===== src/hdl/s256_pkg.sv =====
// Shared types, constants and round functions for the SHA-256 message hasher.
// Used by s256_ctrl, s256_dp and sha256_message_hasher. No dependencies.
package s256_pkg;

  // Block geometry and padding constants.
  localparam int unsigned BlockBytes = 64;
  localparam int unsigned Rounds     = 64;
  localparam int unsigned LenStart   = 56;
  localparam int unsigned FillW      = $clog2(BlockBytes);
  localparam int unsigned RndW       = $clog2(Rounds);
  localparam logic [7:0]  PadMarker  = 8'h80;

  typedef logic [31:0] word_t;

  // Round constants.
  localparam word_t RoundK [Rounds] = '{
    32'h428a2f98, 32'h71374491, 32'hb5c0fbcf, 32'he9b5dba5,
    32'h3956c25b, 32'h59f111f1, 32'h923f82a4, 32'hab1c5ed5,
    32'hd807aa98, 32'h12835b01, 32'h243185be, 32'h550c7dc3,
    32'h72be5d74, 32'h80deb1fe, 32'h9bdc06a7, 32'hc19bf174,
    32'he49b69c1, 32'hefbe4786, 32'h0fc19dc6, 32'h240ca1cc,
    32'h2de92c6f, 32'h4a7484aa, 32'h5cb0a9dc, 32'h76f988da,
    32'h983e5152, 32'ha831c66d, 32'hb00327c8, 32'hbf597fc7,
    32'hc6e00bf3, 32'hd5a79147, 32'h06ca6351, 32'h14292967,
    32'h27b70a85, 32'h2e1b2138, 32'h4d2c6dfc, 32'h53380d13,
    32'h650a7354, 32'h766a0abb, 32'h81c2c92e, 32'h92722c85,
    32'ha2bfe8a1, 32'ha81a664b, 32'hc24b8b70, 32'hc76c51a3,
    32'hd192e819, 32'hd6990624, 32'hf40e3585, 32'h106aa070,
    32'h19a4c116, 32'h1e376c08, 32'h2748774c, 32'h34b0bcb5,
    32'h391c0cb3, 32'h4ed8aa4a, 32'h5b9cca4f, 32'h682e6ff3,
    32'h748f82ee, 32'h78a5636f, 32'h84c87814, 32'h8cc70208,
    32'h90befffa, 32'ha4506ceb, 32'hbef9a3f7, 32'hc67178f2
  };

  // Initial chaining value.
  localparam word_t InitHash [8] = '{
    32'h6a09e667, 32'hbb67ae85, 32'h3c6ef372, 32'ha54ff53a,
    32'h510e527f, 32'h9b05688c, 32'h1f83d9ab, 32'h5be0cd19
  };

  // Controller states.
  typedef enum logic [2:0] {
    S_IDLE,
    S_PAD80,
    S_PADZ,
    S_PADLEN,
    S_ROUND,
    S_FOLD,
    S_EMIT
  } state_e;

  // Source of the byte shifted into the block buffer.
  typedef enum logic [1:0] {
    SRC_DATA,
    SRC_MARK,
    SRC_ZERO,
    SRC_LEN
  } src_e;

  // Commands from the controller to the datapath.
  typedef struct packed {
    logic            shift;
    src_e            src;
    logic            init;
    logic            round;
    logic [RndW-1:0] rnd;
    logic            fold;
    logic            emit;
  } cmd_t;

  // Status from the datapath to the controller.
  typedef struct packed {
    logic [FillW-1:0] fill;
  } sts_t;

  function automatic word_t rotr(word_t x, int unsigned n);
    return (x >> n) | (x << (32 - n));
  endfunction

  function automatic word_t bsig0(word_t x);
    return rotr(x, 2) ^ rotr(x, 13) ^ rotr(x, 22);
  endfunction

  function automatic word_t bsig1(word_t x);
    return rotr(x, 6) ^ rotr(x, 11) ^ rotr(x, 25);
  endfunction

  function automatic word_t ssig0(word_t x);
    return rotr(x, 7) ^ rotr(x, 18) ^ (x >> 3);
  endfunction

  function automatic word_t ssig1(word_t x);
    return rotr(x, 17) ^ rotr(x, 19) ^ (x >> 10);
  endfunction

  function automatic word_t ch_f(word_t e, word_t f, word_t g);
    return (e & f) ^ (~e & g);
  endfunction

  function automatic word_t maj_f(word_t a, word_t b, word_t c);
    return (a & b) ^ (a & c) ^ (b & c);
  endfunction

endpackage


===== src/hdl/s256_dp.sv =====
// Datapath of the SHA-256 hasher: block buffer and schedule window, byte and
// length counters, round unit, chaining state and digest register. Uses s256_pkg.
module s256_dp import s256_pkg::*; (
  input  logic         clk_i,
  input  logic         rst_ni,
  input  logic [7:0]   data_byte_i,
  input  cmd_t         cmd_i,
  output sts_t         sts_o,
  output logic [63:0]  digest_part0_o,
  output logic [63:0]  digest_part1_o,
  output logic [63:0]  digest_part2_o,
  output logic [63:0]  digest_part3_o
);

  logic [511:0]       win_q;
  logic [FillW-1:0]   fill_q;
  logic [60:0]        cnt_q;
  word_t              chain_q [8];
  word_t              var_q [8];
  logic [255:0]       dig_q;

  logic [63:0]        bit_len;
  logic [2:0]         len_idx;
  logic [7:0]         len_byte;
  logic [7:0]         in_byte;
  word_t              w0, w1, w9, w14, w_new;
  word_t              t1, t2;

  // The length goes out most significant byte first while fill runs 56 to 63.
  assign bit_len  = {cnt_q, 3'b000};
  assign len_idx  = ~fill_q[2:0];
  assign len_byte = bit_len[{len_idx, 3'b000} +: 8];

  // Byte source selection.
  always_comb begin
    case (cmd_i.src)
      SRC_DATA: in_byte = data_byte_i;
      SRC_MARK: in_byte = PadMarker;
      SRC_ZERO: in_byte = 8'h00;
      SRC_LEN:  in_byte = len_byte;
      default:  in_byte = 8'h00;
    endcase
  end

  // Schedule taps: the window holds W[t] to W[t+15], W[t] at the top.
  assign w0    = win_q[511:480];
  assign w1    = win_q[479:448];
  assign w9    = win_q[223:192];
  assign w14   = win_q[63:32];
  assign w_new = ssig1(w14) + w9 + ssig0(w1) + w0;

  // One compression round.
  assign t1 = var_q[7] + bsig1(var_q[4]) + ch_f(var_q[4], var_q[5], var_q[6])
            + RoundK[cmd_i.rnd] + w0;
  assign t2 = bsig0(var_q[0]) + maj_f(var_q[0], var_q[1], var_q[2]);

  // Block buffer doubles as the rolling schedule during rounds.
  always_ff @(posedge clk_i) begin
    if (cmd_i.shift) begin
      win_q <= {win_q[503:0], in_byte};
    end else if (cmd_i.round) begin
      win_q <= {win_q[479:0], w_new};
    end
  end

  // Working variables a to h.
  always_ff @(posedge clk_i) begin
    if (cmd_i.init) begin
      var_q <= chain_q;
    end else if (cmd_i.round) begin
      var_q[7] <= var_q[6];
      var_q[6] <= var_q[5];
      var_q[5] <= var_q[4];
      var_q[4] <= var_q[3] + t1;
      var_q[3] <= var_q[2];
      var_q[2] <= var_q[1];
      var_q[1] <= var_q[0];
      var_q[0] <= t1 + t2;
    end
  end

  // Digest register, loaded from the chaining state at the end of a message.
  always_ff @(posedge clk_i) begin
    if (cmd_i.emit) begin
      dig_q <= {chain_q[0], chain_q[1], chain_q[2], chain_q[3],
                chain_q[4], chain_q[5], chain_q[6], chain_q[7]};
    end
  end

  // Fill and message length counters, chaining state.
  always_ff @(posedge clk_i or negedge rst_ni) begin
    if (!rst_ni) begin
      fill_q  <= '0;
      cnt_q   <= '0;
      chain_q <= InitHash;
    end else begin
      if (cmd_i.shift) begin
        fill_q <= fill_q + 1'b1;
        if (cmd_i.src == SRC_DATA) begin
          cnt_q <= cnt_q + 1'b1;
        end
      end
      if (cmd_i.fold) begin
        for (int i = 0; i < 8; i++) begin
          chain_q[i] <= chain_q[i] + var_q[i];
        end
      end else if (cmd_i.emit) begin
        chain_q <= InitHash;
        cnt_q   <= '0;
      end
    end
  end

  assign sts_o.fill     = fill_q;
  assign digest_part0_o = dig_q[255:192];
  assign digest_part1_o = dig_q[191:128];
  assign digest_part2_o = dig_q[127:64];
  assign digest_part3_o = dig_q[63:0];

endmodule


===== src/hdl/s256_ctrl.sv =====
// Controller of the SHA-256 hasher: input and output handshakes, padding
// sequence, round counter and compression sequencing. Uses s256_pkg.
module s256_ctrl import s256_pkg::*; (
  input  logic clk_i,
  input  logic rst_ni,
  input  logic in_valid_i,
  output logic in_ready_o,
  input  logic has_byte_i,
  input  logic last_i,
  output logic out_valid_o,
  input  logic out_ready_i,
  input  sts_t sts_i,
  output cmd_t cmd_o
);

  state_e          state_q, state_d;
  state_e          resume_q, resume_d;
  logic [RndW-1:0] rnd_q, rnd_d;
  logic            out_valid_q;
  logic            wrap;
  logic            at_len;
  logic            out_free;

  assign wrap     = (sts_i.fill == FillW'(BlockBytes - 1));
  assign at_len   = (sts_i.fill == FillW'(LenStart));
  assign out_free = !out_valid_q || out_ready_i;

  // Next state. A byte that fills the block starts a compression, which then
  // resumes at the state recorded in resume_q.
  always_comb begin
    state_d  = state_q;
    resume_d = resume_q;
    rnd_d    = rnd_q;
    unique case (state_q)
      S_IDLE: begin
        if (in_valid_i) begin
          if (has_byte_i && wrap) begin
            state_d  = S_ROUND;
            resume_d = last_i ? S_PAD80 : S_IDLE;
          end else if (last_i) begin
            state_d = S_PAD80;
          end
        end
      end
      S_PAD80: begin
        if (wrap) begin
          state_d  = S_ROUND;
          resume_d = S_PADZ;
        end else begin
          state_d = S_PADZ;
        end
      end
      S_PADZ: begin
        if (at_len) begin
          state_d = S_PADLEN;
        end else if (wrap) begin
          state_d  = S_ROUND;
          resume_d = S_PADZ;
        end
      end
      S_PADLEN: begin
        if (wrap) begin
          state_d  = S_ROUND;
          resume_d = S_EMIT;
        end
      end
      S_ROUND: begin
        rnd_d = rnd_q + 1'b1;
        if (rnd_q == RndW'(Rounds - 1)) begin
          state_d = S_FOLD;
        end
      end
      S_FOLD: state_d = resume_q;
      S_EMIT: begin
        if (out_free) begin
          state_d = S_IDLE;
        end
      end
      default: state_d = S_IDLE;
    endcase
  end

  // Datapath commands and input ready.
  always_comb begin
    cmd_o      = '0;
    cmd_o.src  = SRC_DATA;
    cmd_o.rnd  = rnd_q;
    in_ready_o = 1'b0;
    unique case (state_q)
      S_IDLE: begin
        in_ready_o = 1'b1;
        if (in_valid_i && has_byte_i) begin
          cmd_o.shift = 1'b1;
          cmd_o.init  = wrap;
        end
      end
      S_PAD80: begin
        cmd_o.shift = 1'b1;
        cmd_o.src   = SRC_MARK;
        cmd_o.init  = wrap;
      end
      S_PADZ: begin
        if (!at_len) begin
          cmd_o.shift = 1'b1;
          cmd_o.src   = SRC_ZERO;
          cmd_o.init  = wrap;
        end
      end
      S_PADLEN: begin
        cmd_o.shift = 1'b1;
        cmd_o.src   = SRC_LEN;
        cmd_o.init  = wrap;
      end
      S_ROUND: cmd_o.round = 1'b1;
      S_FOLD:  cmd_o.fold  = 1'b1;
      S_EMIT:  cmd_o.emit  = out_free;
      default: ;
    endcase
  end

  // State, resume point, round counter and output valid flag.
  always_ff @(posedge clk_i or negedge rst_ni) begin
    if (!rst_ni) begin
      state_q     <= S_IDLE;
      resume_q    <= S_IDLE;
      rnd_q       <= '0;
      out_valid_q <= 1'b0;
    end else begin
      state_q  <= state_d;
      resume_q <= resume_d;
      rnd_q    <= rnd_d;
      if (cmd_o.emit) begin
        out_valid_q <= 1'b1;
      end else if (out_ready_i) begin
        out_valid_q <= 1'b0;
      end
    end
  end

  assign out_valid_o = out_valid_q;

  // The last round always hands over to the fold.
  a_round_end: assert property (@(posedge clk_i) disable iff (!rst_ni)
    (state_q == S_ROUND && rnd_q == RndW'(Rounds - 1)) |=> state_q == S_FOLD)
    else $error("round sequence did not end in fold");

  // Loading the working variables starts round zero in the next cycle.
  a_init_round: assert property (@(posedge clk_i) disable iff (!rst_ni)
    cmd_o.init |=> (state_q == S_ROUND && rnd_q == '0))
    else $error("compression did not start at round zero");

  // A digest is only produced once the final block has been consumed.
  a_emit_fill: assert property (@(posedge clk_i) disable iff (!rst_ni)
    state_q == S_EMIT |-> sts_i.fill == '0)
    else $error("emit with bytes still pending");

  // An emitted digest shows up as valid in the next cycle.
  a_emit_valid: assert property (@(posedge clk_i) disable iff (!rst_ni)
    cmd_o.emit |=> out_valid_q)
    else $error("digest emitted without valid");

endmodule


===== src/hdl/sha256_message_hasher.sv =====
// Top level of the SHA-256 message hasher: joins the controller and datapath.
// Depends on s256_pkg, s256_ctrl and s256_dp.
//
//   Channel   Direction  Handshake                  Payload
//   input     in         in_valid_i / in_ready_o    data_byte_i, has_byte_i, last_i
//   output    out        out_valid_o / out_ready_i  digest_part0_o .. digest_part3_o
//
// A byte that completes a 64-byte block starts a compression: 64 rounds on the
// single round unit, then a fold. A last item then pads the message: the 0x80
// marker and zero bytes, a turn-around state at fill 56, the eight length bytes,
// a compression per block filled and the emit; the most work is when 56 bytes
// are pending and a second block is needed. Input is taken only while idle; the
// emit cycle waits while an earlier digest is still untaken. Reset loads the
// initial hash values; no clearing pass.
module sha256_message_hasher import s256_pkg::*; (
  input  logic        clk_i,
  input  logic        rst_ni,
  input  logic        in_valid_i,
  output logic        in_ready_o,
  input  logic [7:0]  data_byte_i,
  input  logic        has_byte_i,
  input  logic        last_i,
  output logic        out_valid_o,
  input  logic        out_ready_i,
  output logic [63:0] digest_part0_o,
  output logic [63:0] digest_part1_o,
  output logic [63:0] digest_part2_o,
  output logic [63:0] digest_part3_o
);

  cmd_t cmd;
  sts_t sts;

  // Sequencing.
  s256_ctrl u_ctrl (
    .clk_i       (clk_i),
    .rst_ni      (rst_ni),
    .in_valid_i  (in_valid_i),
    .in_ready_o  (in_ready_o),
    .has_byte_i  (has_byte_i),
    .last_i      (last_i),
    .out_valid_o (out_valid_o),
    .out_ready_i (out_ready_i),
    .sts_i       (sts),
    .cmd_o       (cmd)
  );

  // Hashing datapath.
  s256_dp u_dp (
    .clk_i          (clk_i),
    .rst_ni         (rst_ni),
    .data_byte_i    (data_byte_i),
    .cmd_i          (cmd),
    .sts_o          (sts),
    .digest_part0_o (digest_part0_o),
    .digest_part1_o (digest_part1_o),
    .digest_part2_o (digest_part2_o),
    .digest_part3_o (digest_part3_o)
  );

endmodule


===== config.mk =====
export PLATFORM = sky130hd
export DESIGN_NAME = sha256_message_hasher
export DESIGN_NICKNAME = d
export VERILOG_FILES = /design/src/hdl/s256_pkg.sv /design/src/hdl/s256_dp.sv /design/src/hdl/s256_ctrl.sv /design/src/hdl/sha256_message_hasher.sv
export SDC_FILE = /design/constraint.sdc
export NUM_CORES = 2
export LEC_CHECK = 0
export BUFFER_PORTS_ARGS = -buffer_cell sky130_fd_sc_hd__buf_2
export CAP_MARGIN = 20
export CORE_ASPECT_RATIO = 1.2
export CORE_MARGIN = 3
export CORE_UTILIZATION = 30
export CTS_CLUSTER_DIAMETER = 120
export DETAILED_ROUTE_END_ITERATION = 12
export GPL_TIMING_DRIVEN = 0
export PLACE_DENSITY = 0.49
export SLEW_MARGIN = 20
export SYNTH_ARGS = -nofsm -noshare
export SYNTH_HDL_FRONTEND = slang
export SYNTH_SLANG_ARGS = --single-unit

===== constraint.sdc =====
create_clock -name clk_i -period 109.5 [get_ports clk_i]
set_clock_uncertainty 0.15 [all_clocks]
set_input_delay 0 -clock clk_i [delete_from_list [all_inputs] [get_ports clk_i]]
set_output_delay 0 -clock clk_i [all_outputs]
set_load 0.05 [all_outputs]

==> qor.csv <==
stage;metric;value;unit
status;outcome;complete, no violations;
global_route;antenna_found_initial;26;
yosys;synth_ff_type;edfxtp_1;
sta;min_period;12.47;ns
layout;syn_to_final_growth;16.11;%
floorplanning;rows;208;
sta;fin_crit_sh;0.1139;
placement;portBuffers;271;
global_route;grt_use_total;0.2422;
yosys;synth_area_leaders;edfxtp_1 (38%), nand2_1 (11%), dfrtp_1 (6.1%);
sta;rsz0062_at_grt;false;
layout;final_common_cell;nand2_1;
floorplanning;core-area;0.2688;sq mm
clock_tree;cts_tree;yes;
global_route;grt_pass1_vias;66070;
yosys;synth_top_area_share;0.3775;
yosys;async_flop_share;0.2471;
placement;placed_cells;12290;
yosys;syn_nets;8990;
routing;routed_wl;344700;microns
setup_path;crit_path_end_kind;flip-flop;
layout;fillCellCount;27310;
clock_tree;postCtsSetupBuffers;0;
sta;timing.slew.headroom;0.1614;
floorplanning;io_pins;272;
hold_path;hold_path.class;input port to flip-flop;
setup_path;arrival;12.94;ns
yosys;yosysSeqAreaShare;0.4828;
clock_tree;cts_buffers;165;
placement;hpwl;269300;microns
setup_path;critPathSlowestCell;clkbuf_1;
sta;timing.hold.ws;0.02814;ns
sta;finalMaxSlewViolations;0;
setup_path;crit_top_cell;a21oi_1;
setup_path;critPathLaunchType;flip-flop;
setup_path;worstPathRequired;109.96;ns
clock_tree;htree_levels;4;
yosys;synth_area_per_cell;9.713;sq um
sta;fin_setup_tns;0;ns
layout;fin_nets;9517;
yosys;yosysTopAreaCell;edfxtp_1;
yosys;yosysWarnings;0;
clock_tree;cts_resized;0;
floorplanning;initial_core_util;0.3030;
routing;wl_per_cell;27.31;microns
routing;remaining_drc_errors;0;
layout;drive_above_1_share;0.09249;
clock_tree;insertion_delay;0.90;ns
yosys;synth_edf_count;1024;
placement;place_congestion;0.9545;
setup_path;max_stage_delay;0.72;ns
clock_tree;clk_pin_slew;0.06;ns
global_route;grt_first_pass_wirelength;485300;microns
setup_path;worstPathMaxFanout;12;
clock_tree;cts.sinks;1360;
sta;hold_viol;0;
yosys;ys_ff_latch;1360;
routing;firstDrtPassIters;8;
sta;fmax;0.08018;GHz
floorplanning;fp.dieArea;0.2778;sq mm
yosys;ys_types;104;
layout;layout_common_cells;nand2_1 (2392), edfxtp_1 (1024), a21oi_1 (448), nor2_1 (418), clkbuf_1 (415);
floorplanning;die_y;576.8;microns
global_route;grt_max_degree;77;
setup_path;path_class;flip-flop to flip-flop;
routing;drtIter0Drc;6330;
sta;worst_pin_slew;1.258;ns
floorplanning;die_w;481.7;microns
job;max_cap_violations;0;
layout;instances_no_fill;12620;
clock_tree;cts_root_buf;clkbuf_16;
routing;via_count;66650;
routing;via_per_inst;5.281;
clock_tree;cts_buffer_depth;4;
global_route;grt_overflow;0;
routing;ant_nets;0;
sta;setup_viol;0;
yosys;netlist_area;0.08146;sq mm
yosys;synthesis.instances;8386;
layout;ff_latch_area;0.03933;sq mm
layout;multiInputGateArea;0.03941;sq mm
[layer usage]
| layer | global-route usage | wire length [microns] | up-vias |
|---|---|---|---|
| met4 | 0.1432 | 23950 | 4 |
| met1 | 0.2940 | 134400 | 32960 |
| met3 | 0.03525 | 21300 | 770 |
| li1 | - | - | 30090 |
| met2 | 0.4072 | 165000 | 2817 |
| met5 | 0 | 26 | - |
[worst paths after layout]
path / end / slack [ns] / start / depth (start not counted)
max in group asynchronous: u_dp.cnt_q[30]$_DFF_PN0_ / 107.74 / rst_ni / 6
worst max register to register: u_dp.var_q[255]$_DFFE_PP_ / 97.03 / u_ctrl.rnd_q[1]$_DFFE_PN0P_ / 37
min in group asynchronous: u_dp.chain_q[245]$_DFFE_PN0P_ / 0.25 / rst_ni / 4
worst max-delay path: u_dp.var_q[255]$_DFFE_PP_ / 97.03 / u_ctrl.rnd_q[1]$_DFFE_PN0P_ / 37
worst min register to register: u_dp.dig_q[197]$_DFFE_PP_ / 0.29 / u_dp.chain_q[197]$_DFFE_PN0P_ / 0
worst min-delay path: u_dp.win_q[3]$_DFFE_PP_ / 0.03 / data_byte_i[3] / 4
[registers in the layout, indices dropped and copies added, names as in the netlist]
signal,cells
u_ctrl.rnd_q,6
u_ctrl.state_q,3
u_ctrl.resume_q,3
u_dp.dig_q,256
u_dp.cnt_q,61
u_dp.sts_o,6
u_ctrl.out_valid_o,1
u_dp.win_q,512
u_dp.chain_q,256
u_dp.var_q,256
[what timing repair did]
action                                  4_1_cts  5_1_grt
hold buffers                                 24        0
endpoints found under the setup margin        0        0
hold endpoints to repair                    352        0
[critical path, delay by kind of cell, from the launching register on]
family | cells | cell delay [ns]
compound gates | 17 | 3.90
xor+xnor | 2 | 0.83
fa+ha+maj | 7 | 3.21
buf+inv | 6 | 2.10
flops | 1 | 0.65
mux | 1 | 0.33
simple gates | 4 | 1.05
[logic make-up after synthesis]
family / share of synthesized area
xor+xnor: 0.06623
simple gates: 0.1748
compound gates: 0.1194
mux: 0.01147
fa+ha+maj: 0.1114
buf+inv: 0.03385
flops: 0.4828
[cell type report]
| cell class | count | share of cell area |
|---|---|---|
| Inverter | 285 | 0.01131 |
| Multi-Input combinational cell | 6292 | 0.4167 |
| Antenna cell | 11 | 0.0002910 |
| Clock buffer | 214 | 0.04710 |
| Clock inverter | 79 | 0.009089 |
| Buffer | 449 | 0.01835 |
| Timing Repair Buffer | 360 | 0.03409 |
| Sequential cell | 1360 | 0.4158 |
| Tap cell | 3570 | 0.04723 |
[stage by stage]
stage,worst slack [ns],cell area [sq um],utilization
final,97.03,94580,0.3518
after global routing,96.70,94550,0.3517
after CTS,97.37,94540,0.3517
after detailed placement,97.40,88990,0.3310
after global placement,54.34,87280,0.3247
after floorplan,70.84,81460,-
[synthesized netlist by cell type (12+ instances only)]
master     instances
nand2_1         2392
dfrtp_1          200
and3_1            47
fa_1             195
a2111oi_0         12
a21o_1           154
mux2i_1           45
buf_1             37
maj3_1            23
o21bai_1          37
o22ai_1           12
xnor2_1          382
nor2b_1           45
a211o_1           14
o21a_1            74
a211oi_1          49
a21oi_1          448
a311oi_1          16
dfstp_2          136
nand2b_1          58
o21ai_1           59
o211ai_1          38
o21ai_0          387
o22a_1            13
o31ai_1           42
nand3_1          170
edfxtp_1        1024
nor4_1            16
nor3_1           123
or3_1             39
a31oi_1           55
clkbuf_1         410
mux4_2            17
and2_1            24
nand4_1           31
nor2_1           420
ha_1             395
inv_1            284
xor2_1           234
Power is left out: the tool's default activity adds up to more than one toggle a clock period on the data nets, which glitch-free logic cannot reach.
